## config.mk

```make
export PLATFORM = sky130hd
export DESIGN_NAME = i2c_master_byte_engine_core_flat
export DESIGN_NICKNAME = d
export VERILOG_FILES = /design/src/rtl/i2c_mbe_pkg.sv /design/src/rtl/i2c_mbe_if.sv /design/src/rtl/i2c_master_byte_engine_core.sv /design/src/flat_wrapper.sv
export SDC_FILE = /design/constraint.sdc
export NUM_CORES = 1
export LEC_CHECK = 0
export BUFFER_PORTS_ARGS = -buffer_cell sky130_fd_sc_hd__buf_2
export CAP_MARGIN = 20
export CORE_MARGIN = 2
export CORE_UTILIZATION = 49
export DETAILED_ROUTE_END_ITERATION = 12
export GPL_TIMING_DRIVEN = 0
export HOLD_SLACK_MARGIN = 0.03
export PLACE_DENSITY = 0.68
export SKIP_CTS_REPAIR_TIMING = 1
export SYNTH_ARGS = -nofsm -noshare
export SYNTH_HDL_FRONTEND = slang
export SYNTH_SLANG_ARGS = --single-unit
```

## constraint.sdc

```tcl
create_clock -name clk_i -period 3 [get_ports clk_i]
set_clock_uncertainty 0.1 [all_clocks]
set_input_delay 0.3 -clock clk_i [delete_from_list [all_inputs] [get_ports clk_i]]
set_output_delay 0.3 -clock clk_i [all_outputs]
set_load 0.005 [all_outputs]
```

## src/rtl/i2c_mbe_pkg.sv

```systemverilog
`timescale 1ns / 1ps

package i2c_mbe_pkg;

  // command codes carried on the input channel
  typedef enum logic [2:0] {
    OP_NONE  = 3'd0,
    OP_START = 3'd1,
    OP_STOP  = 3'd2,
    OP_WRITE = 3'd3,
    OP_READ  = 3'd4,
    OP_ADDR  = 3'd5
  } op_e;

  localparam int unsigned DelayWidth = 16;
  localparam int unsigned StepWidth  = 5;

  localparam logic [DelayWidth-1:0] DelayReset = 16'd5;

  localparam logic [StepWidth-1:0] SegsStart = 5'd4;
  localparam logic [StepWidth-1:0] SegsStop  = 5'd3;
  localparam logic [StepWidth-1:0] SegsByte  = 5'd18;
  // segment index of the acknowledge clock-low phase and the final one
  localparam logic [StepWidth-1:0] SegAckLow  = 5'd16;
  localparam logic [StepWidth-1:0] SegAckHigh = 5'd17;

  typedef struct packed {
    logic [2:0] command;
    logic [7:0] data;
    logic       ack_to_send;
    logic       read_flag;
    logic       sda_in;
  } in_t;

  typedef struct packed {
    logic       scl_release;
    logic       sda_release;
    logic       busy_res;
    logic       done_res;
    logic [7:0] read_byte;
    logic       acked;
    logic       rejected;
  } out_t;

endpackage

```

## src/rtl/i2c_mbe_if.sv

```systemverilog
`timescale 1ns / 1ps

interface i2c_mbe_in_if import i2c_mbe_pkg::*; ();
  logic valid;
  logic ready;
  in_t  payload;

  modport source (output valid, output payload, input ready);
  modport sink (input valid, input payload, output ready);
endinterface

interface i2c_mbe_out_if import i2c_mbe_pkg::*; ();
  logic valid;
  logic ready;
  out_t payload;

  modport source (output valid, output payload, input ready);
  modport sink (input valid, input payload, output ready);
endinterface

```

## src/rtl/i2c_master_byte_engine_core.sv

```systemverilog
`timescale 1ns / 1ps

// i2c master byte engine: open-drain bit sequencer for start, stop, write,
// read and address phases.
// in_i carries one time tick per transfer: the sampled sda level and an
// optional command (start, stop, write, read, address). out_o returns one
// result per tick: line releases, busy, done pulse, last read byte, last
// acknowledge and a reject flag for a command that came in while busy.
// cfg_we_i / cfg_wdata_i set the ticks per half-bit period (0 acts as 1);
// a new value is picked up at the next reload of the period counter.
// Latency: the result of a tick is on out_o the cycle after its transfer.
// Throughput: one tick per cycle; the state update and result register are
// a single short stage, so in_i stays ready while out_o drains each cycle.
// When out_o stalls, in_i takes no tick until the held result is taken.
// Reset: both lines released, idle, period 5 ticks, read byte and
// acknowledge cleared, no result pending.
module i2c_master_byte_engine_core
  import i2c_mbe_pkg::*;
(
  input  logic                  clk_i,
  input  logic                  rst_ni,
  input  logic                  cfg_we_i,
  input  logic [DelayWidth-1:0] cfg_wdata_i,
  i2c_mbe_in_if.sink            in_i,
  i2c_mbe_out_if.source         out_o
);

  // configuration
  logic [DelayWidth-1:0] delay_ticks_q;

  // sequencer state
  op_e                   active_op_q, active_op_d;
  logic [StepWidth-1:0]  phase_step_q, phase_step_d;
  logic [7:0]            shift_q, shift_d;
  logic [DelayWidth-1:0] delay_count_q, delay_count_d;
  logic                  scl_q, scl_d;
  logic                  sda_q, sda_d;
  logic                  ack_seen_q, ack_seen_d;
  logic                  ack_choice_q, ack_choice_d;
  logic                  busy_q, busy_d;
  logic [7:0]            last_read_q, last_read_d;

  // result register
  logic out_valid_q;
  out_t out_q;
  out_t out_d;

  logic in_xfer;
  logic cmd_valid;

  // line levels for the first tick of segment s
  function automatic logic [1:0] enter_seg(op_e op, logic [StepWidth-1:0] s,
                                           logic [7:0] sh, logic ackc,
                                           logic scl, logic sda);
    logic scl_n;
    logic sda_n;
    scl_n = scl;
    sda_n = sda;
    unique case (op)
      OP_START: begin
        if (s == 5'd0) scl_n = 1'b0;
        else if (s == 5'd1) sda_n = 1'b1;
        else if (s == 5'd2) scl_n = 1'b1;
        else sda_n = 1'b0;
      end
      OP_STOP: begin
        if (s == 5'd0) begin
          scl_n = 1'b0;
          sda_n = 1'b0;
        end else if (s == 5'd1) scl_n = 1'b1;
        else sda_n = 1'b1;
      end
      OP_READ: begin
        if (s < SegAckLow) begin
          scl_n = s[0];
          if (s == 5'd0) sda_n = 1'b1;
        end else if (s == SegAckLow) begin
          scl_n = 1'b0;
          sda_n = ~ackc;
        end else scl_n = 1'b1;
      end
      OP_WRITE, OP_ADDR: begin
        if (s < SegAckLow) begin
          scl_n = s[0];
          if (!s[0]) sda_n = sh[7];
        end else if (s == SegAckLow) begin
          scl_n = 1'b0;
          sda_n = 1'b1;
        end else scl_n = 1'b1;
      end
      default: ;
    endcase
    return {scl_n, sda_n};
  endfunction

  function automatic logic [StepWidth-1:0] seg_count(op_e op);
    logic [StepWidth-1:0] n;
    if (op == OP_START) n = SegsStart;
    else if (op == OP_STOP) n = SegsStop;
    else n = SegsByte;
    return n;
  endfunction

  // a held result blocks the next tick unless it leaves this cycle
  assign in_xfer      = in_i.valid && in_i.ready;
  assign in_i.ready   = !out_valid_q || out_o.ready;
  assign out_o.valid  = out_valid_q;
  assign out_o.payload = out_q;

  assign cmd_valid = (in_i.payload.command >= OP_START) &&
                     (in_i.payload.command <= OP_ADDR);

  always_comb begin
    logic [StepWidth-1:0]  nstep;
    logic [DelayWidth-1:0] cnt_dec;
    logic [DelayWidth-1:0] reload;
    logic                  rej;
    logic                  done;
    logic [1:0]            lines;

    active_op_d   = active_op_q;
    phase_step_d  = phase_step_q;
    shift_d       = shift_q;
    delay_count_d = delay_count_q;
    scl_d         = scl_q;
    sda_d         = sda_q;
    ack_seen_d    = ack_seen_q;
    ack_choice_d  = ack_choice_q;
    busy_d        = busy_q;
    last_read_d   = last_read_q;
    rej           = 1'b0;
    done          = 1'b0;
    nstep         = phase_step_q + 5'd1;
    cnt_dec       = (delay_count_q != '0) ? delay_count_q - 16'd1 : '0;
    reload        = (delay_ticks_q == '0) ? 16'd1 : delay_ticks_q;
    lines         = {scl_q, sda_q};

    if (busy_q) begin
      rej           = cmd_valid;
      delay_count_d = cnt_dec;
      if (cnt_dec == '0) begin
        // end of segment: sample, then move on
        if (active_op_q == OP_READ) begin
          if (phase_step_q < SegAckLow && phase_step_q[0]) begin
            shift_d = {shift_q[6:0], in_i.payload.sda_in};
          end else if (phase_step_q == SegAckHigh) begin
            last_read_d = shift_q;
          end
        end else if (active_op_q == OP_WRITE || active_op_q == OP_ADDR) begin
          if (phase_step_q < SegAckLow && phase_step_q[0]) begin
            shift_d = {shift_q[6:0], 1'b0};
          end else if (phase_step_q == SegAckHigh) begin
            ack_seen_d = ~in_i.payload.sda_in;
          end
        end
        if (nstep >= seg_count(active_op_q)) begin
          busy_d       = 1'b0;
          done         = 1'b1;
          active_op_d  = OP_NONE;
          phase_step_d = '0;
        end else begin
          phase_step_d  = nstep;
          lines         = enter_seg(active_op_q, nstep, shift_d, ack_choice_q,
                                    scl_q, sda_q);
          delay_count_d = reload;
        end
      end
    end else if (cmd_valid) begin
      active_op_d  = op_e'(in_i.payload.command);
      phase_step_d = '0;
      unique case (op_e'(in_i.payload.command))
        OP_WRITE: shift_d = in_i.payload.data;
        OP_ADDR:  shift_d = {in_i.payload.data[7:1], in_i.payload.read_flag};
        OP_READ: begin
          shift_d      = '0;
          ack_choice_d = in_i.payload.ack_to_send;
        end
        default: ;
      endcase
      busy_d        = 1'b1;
      lines         = enter_seg(active_op_d, '0, shift_d, ack_choice_d, scl_q, sda_q);
      delay_count_d = reload;
    end

    scl_d = lines[1];
    sda_d = lines[0];

    out_d.scl_release = scl_d;
    out_d.sda_release = sda_d;
    out_d.busy_res    = busy_d;
    out_d.done_res    = done;
    out_d.read_byte   = last_read_d;
    out_d.acked       = ack_seen_d;
    out_d.rejected    = rej;
  end

  // configuration register
  always_ff @(posedge clk_i or negedge rst_ni) begin
    if (!rst_ni) begin
      delay_ticks_q <= DelayReset;
    end else if (cfg_we_i) begin
      delay_ticks_q <= cfg_wdata_i;
    end
  end

  // sequencer state advances once per accepted tick
  always_ff @(posedge clk_i or negedge rst_ni) begin
    if (!rst_ni) begin
      active_op_q   <= OP_NONE;
      phase_step_q  <= '0;
      shift_q       <= '0;
      delay_count_q <= '0;
      scl_q         <= 1'b1;
      sda_q         <= 1'b1;
      ack_seen_q    <= 1'b0;
      ack_choice_q  <= 1'b0;
      busy_q        <= 1'b0;
      last_read_q   <= '0;
    end else if (in_xfer) begin
      active_op_q   <= active_op_d;
      phase_step_q  <= phase_step_d;
      shift_q       <= shift_d;
      delay_count_q <= delay_count_d;
      scl_q         <= scl_d;
      sda_q         <= sda_d;
      ack_seen_q    <= ack_seen_d;
      ack_choice_q  <= ack_choice_d;
      busy_q        <= busy_d;
      last_read_q   <= last_read_d;
    end
  end

  // result register valid flag
  always_ff @(posedge clk_i or negedge rst_ni) begin
    if (!rst_ni) begin
      out_valid_q <= 1'b0;
    end else if (in_xfer) begin
      out_valid_q <= 1'b1;
    end else if (out_o.ready) begin
      out_valid_q <= 1'b0;
    end
  end

  // result payload
  always_ff @(posedge clk_i) begin
    if (in_xfer) begin
      out_q <= out_d;
    end
  end

  // a running sequence always has a nonzero period count
  assert property (@(posedge clk_i) disable iff (!rst_ni)
    busy_q |-> (delay_count_q != '0))
    else $error("busy with zero period count");

  // idle means no operation and segment index back at zero
  assert property (@(posedge clk_i) disable iff (!rst_ni)
    !busy_q |-> (active_op_q == OP_NONE && phase_step_q == '0))
    else $error("idle sequencer holds stale operation");

  // done and busy never show together in a result
  assert property (@(posedge clk_i) disable iff (!rst_ni)
    out_valid_q |-> !(out_q.done_res && out_q.busy_res))
    else $error("done and busy both set");

  // a reject can only follow a tick taken while busy
  assert property (@(posedge clk_i) disable iff (!rst_ni)
    (in_xfer && !busy_q) |=> !out_q.rejected)
    else $error("reject flagged while idle");

endmodule
```

## src/flat_wrapper.sv

```systemverilog
// flat-port wrapper written by rule: the top's interface ports become plain ports
module i2c_master_byte_engine_core_flat import i2c_mbe_pkg::*;
  (clk_i, rst_ni, cfg_we_i, cfg_wdata_i, in_i_valid, in_i_payload, in_i_ready, out_o_valid, out_o_payload, out_o_ready);
  i2c_mbe_in_if in_i_i ();
  i2c_mbe_out_if out_o_i ();
  input  logic clk_i;
  input  logic rst_ni;
  input  logic cfg_we_i;
  input  logic [DelayWidth-1:0] cfg_wdata_i;
  input wire logic [$bits(in_i_i.valid)-1:0] in_i_valid;
  input wire logic [$bits(in_i_i.payload)-1:0] in_i_payload;
  output wire logic [$bits(in_i_i.ready)-1:0] in_i_ready;
  output wire logic [$bits(out_o_i.valid)-1:0] out_o_valid;
  output wire logic [$bits(out_o_i.payload)-1:0] out_o_payload;
  input wire logic [$bits(out_o_i.ready)-1:0] out_o_ready;
  assign in_i_i.valid = in_i_valid;
  assign in_i_i.payload = in_i_payload;
  assign in_i_ready = in_i_i.ready;
  assign out_o_valid = out_o_i.valid;
  assign out_o_payload = out_o_i.payload;
  assign out_o_i.ready = out_o_ready;
  i2c_master_byte_engine_core u_core (.clk_i(clk_i), .rst_ni(rst_ni), .cfg_we_i(cfg_we_i), .cfg_wdata_i(cfg_wdata_i), .in_i(in_i_i), .out_o(out_o_i));
endmodule
```

Yosys cells after proc, flatten, opt, wreduce, memory -nomap -nowiden:

Index checks and enable logic that the tools add are counted.

* register bits: 76
* output and inout bits: 16
* input port bits: 35
* logic and storage cells: 141

* reductions and logical operators: 23
* add/subtract/negate cells: 2
* muxes and demuxes: 70
* order comparisons: 5
* bitwise operators: 3
* equal/unequal tests: 18

Operator list (count)
* 2-to-1 mux 16 bit: 6
* 2-to-1 mux 8 bit: 12
* 2-to-1 mux 5 bit: 8
* logical NOT 16 bit: 2
* 2-to-1 mux 1 bit: 32
* case mux 8 bit (3 select lines): 1
* nonzero test 16 bit: 1
* subtractor 16 x 1 -> 16 bit (second input constant): 1
* equality test 3 x 2 -> 1 bit (second input constant): 4
* equality test 3 bit (second input constant): 4
* 2-to-1 mux 3 bit: 4
* equality test 5 bit (second input constant): 2
* < comparator 5 bit (second input constant): 2
* 2-to-1 mux 2 bit: 4
* AND reduction 4 bit: 2
* equality test 3 x 1 -> 1 bit (second input constant): 2
* inequality test 2 bit (second input constant): 3
* case mux 1 bit (3 select lines): 2
* AND reduction 6 bit: 1
* adder 5 x 1 -> 5 bit (second input constant): 1
* equality test 5 x 1 -> 1 bit (second input constant): 1
* equality test 5 x 2 -> 1 bit (second input constant): 1
* >= comparator 5 bit: 1
* logical NOT 5 bit: 1
* other kinds (15): 23

Depth between registers and ports, before layout:

Gate-level depths: netlist of the first run.

* depth after elaboration: 11
* depth in mapped cells: 12
* depth with buffers taken out: 9

Least setup slack after synthesis of the first run:

OpenSTA, ideal clock, no wires.

* path kind: register to register
* start point: register u_core.phase_step_q[0]
* end point: register u_core.delay_count_q[9]
* stages on the path, launching flop included: 12
* arrival time: 2.888 ns
* required time: 2.776 ns
* slack: -0.112 ns
* cells stage by stage: dfrtp_1 clkbuf_1 inv_1 ha_1 ha_1 a21o_1 a211o_1 a21o_1 o31ai_2 buf_2 o31ai_1 a211o_1

* longest elaborated chain between the ends: 5

Ends and longest elaborated chain
* start: declaration: line i2c_master_byte_engine_core.sv:33 `logic [StepWidth-1:0] phase_step_q, phase_step_d;`
* start signal: assignment: line i2c_master_byte_engine_core.sv:221 `phase_step_q <= phase_step_d;`
* adder 5 x 1 -> 5 bit: line i2c_master_byte_engine_core.sv:133 `nstep = phase_step_q + 5'd1;`
* >= comparator 5 bit: line i2c_master_byte_engine_core.sv:156 `if (nstep >= seg_count(active_op_q)) begin`
* 2-to-1 mux 16 bit: line i2c_master_byte_engine_core.sv:156
* 2-to-1 mux 16 bit: line i2c_master_byte_engine_core.sv:141 `if (cnt_dec == '0) begin`
* 2-to-1 mux 16 bit: line i2c_master_byte_engine_core.sv:138 `if (busy_q) begin`
* end signal: assignment: line i2c_master_byte_engine_core.sv:223 `delay_count_q <= delay_count_d;`
* end: declaration: line i2c_master_byte_engine_core.sv:35 `logic [DelayWidth-1:0] delay_count_q, delay_count_d;`

Every way passes these cells.
A chain may end at the register's enable or synchronous reset.

Worst setup path after layout of the first run:

* start point: register u_core.delay_count_q[7]
* end point: register u_core.out_q, in the netlist u_core.out_o.payload[6], data pin

* longest elaborated chain between the ends: 5
* elaborated cells between the ends (all ways): 6

Ends and longest elaborated chain
* subtractor 16 x 1 -> 16 bit / nonzero test 16 bit (equally long branches): line i2c_master_byte_engine_core.sv:134 `cnt_dec = (delay_count_q != '0) ? delay_count_q - 16'd1 : '0;`
* 2-to-1 mux 16 bit (*): line i2c_master_byte_engine_core.sv:134
* logical NOT 16 bit (*): line i2c_master_byte_engine_core.sv:141
* 2-to-1 mux 8 bit (*): line i2c_master_byte_engine_core.sv:141
* 2-to-1 mux 8 bit (*): line i2c_master_byte_engine_core.sv:138
* net u_core.last_read_d[4]: line i2c_master_byte_engine_core.sv:41 `logic [7:0] last_read_q, last_read_d;`
* end signal: assignment: line i2c_master_byte_engine_core.sv:247 `out_q <= out_d;`
* end: declaration: line i2c_master_byte_engine_core.sv:45 `out_t out_q;`

The timed path passes the listed nets; every way through them passes the cells marked *.

==> summary.md, run 1 <==
| Metric | Value |
|---|---|
| Crit-path slowest cell | `or4_4` |
| Worst R2R End | `u_core.out_o.payload[6]$_DFFE_PP_` |
| Sum Neg Setup Slack | `-1690 ps` |
| Crit path max fanout | `8` |
| Remaining global-route overflow | `0` |
| Clk slew on worst S/H paths | `90 ps` |
| Antenna viol nets, final | `0` |
| Clock Root Buffer | `clkbuf_8` |
| Syn Inst Count | `446` |
| Layout area overhead | `24.3%` |
| Fraction of power consumed by sequential logic | `36.2%` |
| Max-cap viol count | `0` |
| Largest net degree at the start of global routing | `63` |
| Pre-Repair DR Iteration Count | `5` |
| Combinational Power Share | `41.7%` |
| Switching share of power | `40.7%` |
| Starting density of the core | `49.7%` |
| Internal | `0.00251 W` |
| Inserted Diodes | `0` |
| Worst ir drop on vdd | `0.374 mV` |
| TritonCTS clock tree | `built` |
| Initial drt markers | `383` |
| Post-layout minimum cycle time | `3110 ps` |
| Routed len/inst | `19.7 um` |
| Clock power share | `22.1%` |
| Relative slew slack | `33.9%` |
| Crit path max-delay family | `simple AND/OR/NAND/NOR gates` |
| Setup crit start | `u_core.delay_count_q[7]$_DFFE_PN0P_` |
| Async S/R FF share, synth | `81.6%` |
| Failing checks | `negative setup slack` |
| Sw Pwr | `0.00172 W` |
| Hold Fails Final Rpt | `0` |
| Placeable Area | `9110 um^2` |
| CP cell instances | `buf_6 > or4_4 > nor4_4 > xnor2_2 > nor4_4 > o21ai_4 > nor3_4 > buf_12 > mux2_4` |
| H-tree depth | `3` |
| # fillers | `780` |
| Max Transition Viols Final | `0` |
| Syn Nets | `490` |
| Placement Cell Area | `4910 um^2` |
| Worst Tran Pin Value | `985 ps` |
| Top FF cell, synth | `dfrtp_1` |
| Crit-path most repeated cell | `nor4_4` |
| Gr usage total | `24.8%` |
| Via density | `6.34` |
| Synthesized flop and latch total | `76` |
| Startpoint Class | `flip-flop` |
| Clk sinks | `76` |
| Gpl congestion | `0.942` |
| Post-DP HPWL | `8290 um` |
| # setup viols final | `27` |
| Mapped Avg Cell Area | `10.2 um^2` |
| Crit path capture | `u_core.out_o.payload[6]$_DFFE_PP_` |
| First-pass GRT wire length | `19500 um` |
| Initial antenna violation count | `0` |
| Register Area | `1990 um^2` |
| CP Buf/Inv Count | `2` |
| Seq/Total Area, Yosys | `43.6%` |
| Clock Path Buffers | `2` |
| Total Wirelength | `12700 um` |
| Unrepaired setup endpoints after global routing | `yes` |
| Status | `finished with violations` |
| Fin util | `61.8%` |
| Synthesized area | `4530 um^2` |
| Distinct cells, synth | `65` |
| CP Data Arrival Time | `3130 ps` |
| Clock latency on the worst-skew pair | `370 ps` |
| # nets final | `574` |
| Setup Crit Path Kind | `reg2reg` |
| Finished Layout Cells | `646` |
| Leak | `2.36 nW` |
| Die Span Y | `100 um` |
| Required @ worst endpoint | `3010 ps` |
| Vias in the first global route | `3747` |
| Fmax | `321 MHz` |
| Flop2flop setup slack | `-110 ps` |
| R2R Path Start | `u_core.delay_count_q[7]$_DFFE_PN0P_` |
| Final Cycle Share | `104%` |
| Port bufs | `48` |
| Warnings, synthesis | `0` |
| Placed Cells | `605` |
| Ports | `51` |
| Largest stage delay on the critical path | `530 ps` |
| Final Worst Setup Slack | `-115 ps` |
| Die W | `100 um` |
| Pwr Density | `751 nW/um^2` |
| Worst setup EP type | `flip-flop` |
| Via count | `4096` |
| HP Class | `in2reg` |
| Drt drc | `0` |
| Multi-input gate area | `2630 um^2` |
| Finished Cell Area | `5630 um^2` |
| Power Total | `0.00423 W` |
| Instance count on the critical path | `9` |
| FP Rows | `35` |
| Clock buffer count from CTS | `9` |
| Share of layout cells above drive strength 1 | `36.1%` |
| Die Area | `10000 um^2` |
| Number of synthesized flops with an enable pin | `14` |
| Worst r2r path cells | `9` |
==> cell type report <==
cell class / instances / share of cell area (%)
Sequential cell: 76 / 35.3
Buffer: 20 / 1.93
Timing Repair inverter: 1 / 0.0889
Multi-Input combinational cell: 330 / 46.7
Timing Repair Buffer: 76 / 8.38
Inverter: 16 / 1.13
Clock buffer: 9 / 2.20
Tap cell: 111 / 2.47
Clock inverter: 7 / 1.87
==> synthesized netlist by cell type, types with 4 or more instances <==
| cell | n | area share, % |
|---|---|---|
| a21o_1 | 4 | 0.66 |
| a21oi_1 | 12 | 1.3 |
| a22o_1 | 10 | 1.9 |
| a31oi_1 | 6 | 0.83 |
| and2_1 | 5 | 0.69 |
| clkbuf_1 | 21 | 1.7 |
| dfrtp_1 | 58 | 32 |
| dfstp_2 | 4 | 2.3 |
| edfxtp_1 | 14 | 9.3 |
| ha_1 | 9 | 2.5 |
| inv_1 | 15 | 1.2 |
| mux2_2 | 41 | 10 |
| mux2i_1 | 11 | 2.4 |
| nand2_1 | 30 | 2.5 |
| nand2b_1 | 9 | 1.2 |
| nand3_1 | 10 | 1.1 |
| nand4_1 | 6 | 0.83 |
| nor2_1 | 25 | 2.1 |
| nor2b_1 | 6 | 0.83 |
| nor3_1 | 15 | 1.7 |
| nor3b_1 | 8 | 1.3 |
| nor4_1 | 17 | 2.3 |
| o211ai_1 | 5 | 0.83 |
| o21ai_0 | 29 | 3.2 |
| o22ai_1 | 4 | 0.55 |
| o2bb2ai_1 | 4 | 0.77 |
| o41ai_1 | 4 | 0.77 |
| xnor2_1 | 4 | 0.77 |
==> metrics by stage <==
| step | hold slack [ps] | worst slack (ps) |
|---|---|---|
| after floorplan | -95.6 | -25.3 |
| after global placement | 386 | -715 |
| after detailed placement | 343 | -706 |
| after CTS | -59.3 | -726 |
| after global routing | 33.7 | -202 |
| final | 32.4 | -115 |
==> layer usage <==
metal,vias up,global-route usage (%),share of wire [%]
met5,-,0,0
met2,195,36.8,46
li1,1867,-,-
met3,31,3.20,7.4
met4,0,11.8,2.8
met1,2003,36.3,44
==> power by group through the flow <==
stage	Sequential [W]	Clock (W)	Combinational (W)
global placement	0.00147	0	0.00132
detailed placement	0.00148	0	0.00136
CTS	0.00146	0.000941	0.00137
global route	0.00156	0.000979	0.00191
finish	0.00153	0.000934	0.00177
floorplan	0.00141	0	0.00104
==> registers in the layout, indices dropped and copies added, names as in the netlist <==
name	count
u_core.out_o.payload	14
u_core.active_op_q	3
u_core.delay_ticks_q	16
u_core.ack_seen_q	1
u_core.scl_q	1
u_core.delay_count_q	16
u_core.sda_q	1
u_core.last_read_q	8
u_core.ack_choice_q	1
u_core.out_o.valid	1
u_core.shift_q	8
u_core.phase_step_q	5
u_core.busy_q	1
==> worst min path at each step <==
stage | from | to | slack [ps] | cells past startpoint
2_1_floorplan | rst_ni | u_core.ack_choice_q$_DFFE_PN0P_ | -100 | 0
3_3_place_gp | u_core.last_read_q[4]$_DFFE_PN0P_ | u_core.last_read_q[4]$_DFFE_PN0P_ | 390 | 1
3_5_place_dp | rst_ni | u_core.delay_ticks_q[6]$_DFFE_PN0P_ | 340 | 1
4_1_cts | rst_ni | u_core.delay_ticks_q[6]$_DFFE_PN0P_ | -60 | 1
5_1_grt | in_i_valid | u_core.out_o.valid$_DFFE_PN0P_ | 30 | 2
6_report | in_i_valid | u_core.out_o.valid$_DFFE_PN0P_ | 30 | 2
==> layout by cell type, fill, tap and decap left out, drive strengths merged, types with 8 or more instances in the layout <==
cell type,n
buf,80
dfrtp,58
mux2,42
o21ai,31
nand2,30
nor2,25
clkbuf,24
nor4,21
inv,19
nor3,16
edfxtp,14
a21oi,12
mux2i,11
nand3,10
a22o,10
nand2b,9
ha,9
nor3b,8
==> worst register-to-register path, cell delays in order (launching register included) <==
cell and delay (ps):
dfrtp_1 380, buf_6 130, or4_4 530, nor4_4 380, xnor2_2 190, nor4_4 310
o21ai_4 140, nor3_4 230, buf_12 170, mux2_4 310
==> kinds of logic (layout without fill, tap and decap cells) <==
| group | Yosys count | after routing | share of synthesized area (%) |
|---|---|---|---|
| AOI/OAI and AO/OA | 110 | 110 | 17.3 |
| xor gates and xnor gates | 5 | 5 | 0.967 |
| adders and majority gates | 9 | 9 | 2.49 |
| buffers and inverters | 40 | 129 | 3.40 |
| DFF | 76 | 76 | 43.6 |
| muxes | 53 | 53 | 12.9 |
| and+or+nand+nor | 153 | 153 | 19.3 |
Note: power is estimated with default switching activity, not from simulation.
==> run 2: changes to the inputs <==
--- a/config.mk
+++ b/config.mk
@@ -12,7 +12,7 @@
 export DETAILED_ROUTE_END_ITERATION = 12
 export GPL_TIMING_DRIVEN = 0
 export HOLD_SLACK_MARGIN = 0.03
-export PLACE_DENSITY = 0.68
+export PLACE_DENSITY = 0.81
 export SKIP_CTS_REPAIR_TIMING = 1
 export SYNTH_ARGS = -nofsm -noshare
 export SYNTH_HDL_FRONTEND = slang
==> summary.md, run 2 (synthesis gave the netlist of run 1 again) <==
| Metric | Value |
|---|---|
| # setup viols final | `37 (+37%)` |
| Starting density of the core | `49.7% (unchanged)` |
| Max Transition Viols Final | `0 (unchanged)` |
| CP Data Arrival Time | `3100 ps (-30 ps)` |
| Largest net degree at the start of global routing | `36 (-43%)` |
| Hold slack | `34.6 ps (+2.13 ps)` |
| CP cell instances | `inv_1 > ha_2 > nor4b_4 > nand4_1 > or2_2 > nor4_2 > buf_4 > o21ai_4 > nor3_4 > buf_12 > mux2_4` |
| Pwr Density | `750 nW/um^2 (-0.13%)` |
| Clock buffer count from CTS | `9 (unchanged)` |
| Largest stage delay on the critical path | `460 ps (-70 ps)` |
| Port bufs | `48 (unchanged)` |
| Vias in the first global route | `4037 (+7.7%)` |
| Post-layout minimum cycle time | `3090 ps (-24.1 ps)` |
| Routed len/inst | `20.9 um (+6.2%)` |
| Startpoint Class | `flip-flop` |
| Biggest registers after layout | `u_core.delay_count_q (16), u_core.delay_ticks_q (16), u_core.out_o.payload (14)` |
| Hold Fails Final Rpt | `0 (unchanged)` |
| Sum Neg Setup Slack | `-1450 ps (+242 ps)` |
| Via count | `4317 (+5.4%)` |
| TritonCTS clock tree | `built` |
| # nets final | `579 (+0.87%)` |
| Pre-Repair DR Iteration Count | `7 (+2)` |
| Fmax | `324 MHz (+0.78%)` |
| CP Buf/Inv Count | `3 (+1)` |
| Remaining global-route overflow | `0 (unchanged)` |
| Worst setup EP type | `flip-flop` |
| Instance count on the critical path | `11 (+2)` |
| Crit path max fanout | `8 (unchanged)` |
| First-pass GRT wire length | `19800 um (+1.5%)` |
| Ports | `51 (unchanged)` |
| Final Cycle Share | `103% (-0.80 points)` |
| Post-DP HPWL | `8430 um (+1.6%)` |
| Relative slew slack | `54.3% (+20 points)` |
| Placeable Area | `9110 um^2 (unchanged)` |
| Status | `finished with violations` |
| Inserted Diodes | `0 (unchanged)` |
| Die W | `100 um (unchanged)` |
| Gr usage total | `24.9% (+0.082 points)` |
| Max-cap viol count | `0 (unchanged)` |
| Layout area overhead | `27.8%` |
| Die Span Y | `100 um (unchanged)` |
| Crit path max-delay family | `simple AND/OR/NAND/NOR gates` |
| Most frequent cells in the layout | `50 x dfrtp_1, 49 x buf_2, 32 x mux2_2, 28 x nand2_1, 27 x o21ai_0` |
| H-tree depth | `3 (unchanged)` |
| Share of layout cells above drive strength 1 | `37.8% (+1.7 points)` |
| Via density | `6.63 (+4.6%)` |
| Fin util | `63.5% (+1.7 points)` |
| FP Rows | `35 (unchanged)` |
| Total Wirelength | `13600 um (+7.0%)` |
| Initial drt markers | `653 (+70%)` |
| Gpl congestion | `0.978 (+3.9%)` |
| Worst ir drop on vdd | `0.436 mV (+17%)` |
| Initial antenna violation count | `0 (unchanged)` |
| Clk slew on worst S/H paths | `100 ps (about the same)` |
| Required @ worst endpoint | `3010 ps (about the same)` |
| Setup Crit Path Kind | `reg2reg` |
| Clock Root Buffer | `clkbuf_8` |
| Failing checks | `negative setup slack` |
| Placed Cells | `606 (+0.17%)` |
| Crit-path slowest cell | `dfrtp_2` |
| HP Class | `in2reg` |
| Clock Path Buffers | `2 (unchanged)` |
| Drt drc | `0 (unchanged)` |
| Leak | `2.38 nW (+0.88%)` |
| Final Worst Setup Slack | `-90.6 ps (+24.1 ps)` |
| Worst r2r path cells | `11 (+2)` |
| Finished Layout Cells | `651 (+0.77%)` |
| Most common cell after layout, fill and taps aside | `dfrtp_1` |
| Die Area | `10000 um^2 (unchanged)` |
| Depth of the worst hold-timing path | `2 (unchanged)` |
| Power Total | `0.00434 W (+2.6%)` |
| Clk sinks | `76 (unchanged)` |
| Antenna viol nets, final | `0 (unchanged)` |
| Clock latency on the worst-skew pair | `360 ps (about the same)` |
| Unrepaired setup endpoints after global routing | `yes` |
| Worst Tran Pin Value | `685 ps (-300 ps)` |
[run 2: through the flow]
stage	setup WS [ps]	area (um^2)
final	-90.6	5790
after global routing	-152	5790
after CTS	-842	5140
after detailed placement	-786	4930
after global placement	-702	4910
after floorplan	-25.3	4530
[run 2: cell type report]
type,instances,area (um^2)
inverters,16,66.3
flip-flops and latches,76,1990
well taps,111,139
clock buffers,9,124
repair inverters,1,5.00
clock inverters,7,80.1
repair buffers,80,547
fillers,672,3320
plain buffers,21,123
multi-input cells,330,2720
[run 2: power breakdown]
part	internal (W)	switching [W]	total [W]
combinational	0.000861	0.00107	0.00193
clock	0.000398	0.000450	0.000848
sequential	0.00124	0.000317	0.00156
total	0.00250	0.00184	0.00434
[run 2: routing by layer]
metal  vias to the layer above  global-route usage (%)  wire [um]
li1                       1878                       -          -
met3                        77                    4.25       1170
met1                      2087                    32.7       5300
met5                         -                       0          0
met2                       275                    40.9       6420
met4                         0                    10.9        719
[run 2: final timing paths]
kind / startpoint / end / slack [ps]
hold reg to reg: u_core.last_read_q[4]$_DFFE_PN0P_ / u_core.last_read_q[4]$_DFFE_PN0P_ / 420
hold / removal: in_i_valid / u_core.out_o.valid$_DFFE_PN0P_ / 30
max in group asynchronous: rst_ni / u_core.delay_ticks_q[0]$_DFFE_PN1P_ / 1710
min in group asynchronous: rst_ni / u_core.delay_count_q[5]$_DFFE_PN0P_ / 410
setup / recovery: u_core.delay_count_q[0]$_DFFE_PN0P_ / u_core.out_o.payload[5]$_DFFE_PP_ / -90
setup reg to reg: u_core.delay_count_q[0]$_DFFE_PN0P_ / u_core.out_o.payload[5]$_DFFE_PP_ / -90
==> run 3: changes to the inputs <==
--- a/config.mk
+++ b/config.mk
@@ -9,10 +9,11 @@
 export CAP_MARGIN = 20
 export CORE_MARGIN = 2
 export CORE_UTILIZATION = 49
+export CTS_BUF_LIST = sky130_fd_sc_hd__clkbuf_16
 export DETAILED_ROUTE_END_ITERATION = 12
 export GPL_TIMING_DRIVEN = 0
 export HOLD_SLACK_MARGIN = 0.03
-export PLACE_DENSITY = 0.81
+export PLACE_DENSITY = 0.79
 export SKIP_CTS_REPAIR_TIMING = 1
 export SYNTH_ARGS = -nofsm -noshare
 export SYNTH_HDL_FRONTEND = slang
==> constraint.sdc (replaced) <==
create_clock -name clk_i -period 4 [get_ports clk_i]
set_clock_uncertainty 0.1 [all_clocks]
set_input_delay 0.4 -clock clk_i [delete_from_list [all_inputs] [get_ports clk_i]]
set_output_delay 0.4 -clock clk_i [all_outputs]
set_load 0.005 [all_outputs]
==> summary.md, run 3 (synthesis gave the netlist of run 1 again) <==
| Metric | Value |
|---|---|
| Die Span Y | `100 um (unchanged)` |
| Largest net degree at the start of global routing | `37 (+2.8%)` |
| Clock latency on the worst-skew pair | `340 ps (-20 ps)` |
| Fin util | `57.5% (-6.0 points)` |
| Share of layout cells above drive strength 1 | `24.9% (-13 points)` |
| Placed Cells | `606 (unchanged)` |
| Final Worst Setup Slack | `245 ps (+336 ps)` |
| Remaining global-route overflow | `0 (unchanged)` |
| Final Cycle Share | `93.9% (-9.2 points)` |
| Status | `completed` |
| Inserted Diodes | `0 (unchanged)` |
| Sum Neg Setup Slack | `0 ps (+1450 ps)` |
| FP Rows | `35 (unchanged)` |
| Fmax | `266 MHz (-18%)` |
| # nets final | `550 (-5.0%)` |
| Clk slew on worst S/H paths | `70 ps (-30 ps)` |
| Pwr Density | `575 nW/um^2 (-23%)` |
| Crit-path slowest cell | `dfrtp_1` |
| Gr usage total | `25.2% (+0.29 points)` |
| Post-layout minimum cycle time | `3750 ps (+664 ps)` |
| Clock Root Buffer | `clkbuf_16` |
| CP cell instances | `clkbuf_1 > inv_1 > ha_1 > ha_1 > a21o_1 > a211o_1 > a21o_1 > o31ai_2 > buf_2 > a2bb2oi_1 > o21ai_0` |
| Routed len/inst | `19.4 um (-7.3%)` |
| Clock Path Buffers | `2 (unchanged)` |
| Initial drt markers | `423 (-35%)` |
| Worst Tran Pin Value | `814 ps (+129 ps)` |
| Hold Fails Final Rpt | `0 (unchanged)` |
| CP Data Arrival Time | `3840 ps (+740 ps)` |
| Largest stage delay on the critical path | `450 ps (about the same)` |
| Drt drc | `0 (unchanged)` |
| R2R Path Start | `u_core.phase_step_q[0]$_DFFE_PN0P_` |
| Place WS | `207 ps (+993 ps)` |
| Leak | `2.21 nW (-7.1%)` |
| Worst r2r path cells | `11 (unchanged)` |
| Total Wirelength | `12100 um (-11%)` |
| Unrepaired setup endpoints after global routing | `no` |
| Gpl congestion | `0.968 (-1.1%)` |
| Crit path max fanout | `10 (+2)` |
| Setup Crit Path Kind | `reg2reg` |
| Relative slew slack | `45.4% (-8.9 points)` |
| Worst setup EP type | `flip-flop` |
| Most frequent cells in the layout | `58 x dfrtp_1, 51 x buf_2, 41 x mux2_2, 30 x nand2_1, 29 x o21ai_0` |
| Biggest registers after layout | `u_core.delay_count_q (16), u_core.delay_ticks_q (16), u_core.out_o.payload (14)` |
| CP Buf/Inv Count | `3 (unchanged)` |
| # setup viols final | `0 (-100%)` |
| Required @ worst endpoint | `4080 ps (+1070 ps)` |
| First-pass GRT wire length | `19800 um (+0.21%)` |
| Initial antenna violation count | `0 (unchanged)` |
| Ports | `51 (unchanged)` |
| Starting density of the core | `49.7% (unchanged)` |
| Max Transition Viols Final | `0 (unchanged)` |
| Most common cell after layout, fill and taps aside | `dfrtp_1` |
| Hold slack | `49.3 ps (+14.7 ps)` |
| Crit path max-delay family | `compound AO/OA/AOI/OAI gates` |
| Worst ir drop on vdd | `0.283 mV (-35%)` |
| Flop2flop setup slack | `250 ps (+340 ps)` |
| Clock buffer count from CTS | `9 (unchanged)` |
| TritonCTS clock tree | `built` |
| HP Class | `in2async` |
| Worst R2R End | `u_core.delay_count_q[6]$_DFFE_PN0P_` |
| Finished Layout Cells | `622 (-4.5%)` |
| Vias in the first global route | `3869 (-4.2%)` |
| Max-cap viol count | `0 (unchanged)` |
| Port bufs | `48 (unchanged)` |
| Placeable Area | `9110 um^2 (unchanged)` |
| Layout area overhead | `15.7%` |
| Die Area | `10000 um^2 (unchanged)` |
| Post-DP HPWL | `8450 um (+0.24%)` |
| Startpoint Class | `flip-flop` |
| H-tree depth | `3 (unchanged)` |
| Via count | `3982 (-7.8%)` |
| Pre-Repair DR Iteration Count | `5 (-2)` |
| Via density | `6.40 (-3.5%)` |
| Instance count on the critical path | `11 (unchanged)` |
| Antenna viol nets, final | `0 (unchanged)` |
| Clk sinks | `76 (unchanged)` |
| Die W | `100 um (unchanged)` |
run 3: worst max-delay path by stage:
stage / from / to / slack, ps
global route: u_core.phase_step_q[0]$_DFFE_PN0P_ / u_core.delay_count_q[6]$_DFFE_PN0P_ / 70
floorplan: u_core.phase_step_q[0]$_DFFE_PN0P_ / u_core.delay_count_q[9]$_DFFE_PN0P_ / 890
finish: u_core.phase_step_q[0]$_DFFE_PN0P_ / u_core.delay_count_q[6]$_DFFE_PN0P_ / 250
global placement: u_core.delay_count_q[2]$_DFFE_PN0P_ / u_core.out_o.payload[8]$_DFFE_PP_ / 280
detailed placement: u_core.delay_count_q[2]$_DFFE_PN0P_ / u_core.out_o.payload[9]$_DFFE_PP_ / 210
CTS: u_core.delay_count_q[2]$_DFFE_PN0P_ / u_core.out_o.payload[7]$_DFFE_PP_ / 170
run 3: power breakdown:
part | internal, W | switching [W] | leakage [nW] | total (W)
clock | 0.000493 | 0.000360 | 0.149 | 0.000854
sequential | 0.000927 | 0.000177 | 0.878 | 0.00110
combinational | 0.000410 | 0.000647 | 1.19 | 0.00106
total | 0.00183 | 0.00118 | 2.21 | 0.00301
run 3: final cells by class:
type | count | area [um^2]
fillers | 756 | 3870
multi-input cells | 330 | 2400
flip-flops and latches | 76 | 1980
repair buffers | 49 | 260
clock buffers | 9 | 225
well taps | 111 | 139
plain buffers | 24 | 93.8
clock inverters | 7 | 80.1
inverters | 16 | 60.1
run 3: routing by layer:
layer  wire length, um  vias to the layer above  track usage [%]
li1                  -                     1821                -
met1              4810                     1920             33.0
met2              5940                      201             41.2
met3               985                       40             5.43
met4               327                        0             9.69
met5                 0                        -                0
run 3: metrics by stage:
stage / power, W / area, um^2
floorplan: 0.00183 / 4530
global placement: 0.00208 / 4910
detailed placement: 0.00212 / 4930
CTS: 0.00298 / 5230
global route: 0.00316 / 5240
finish: 0.00301 / 5240
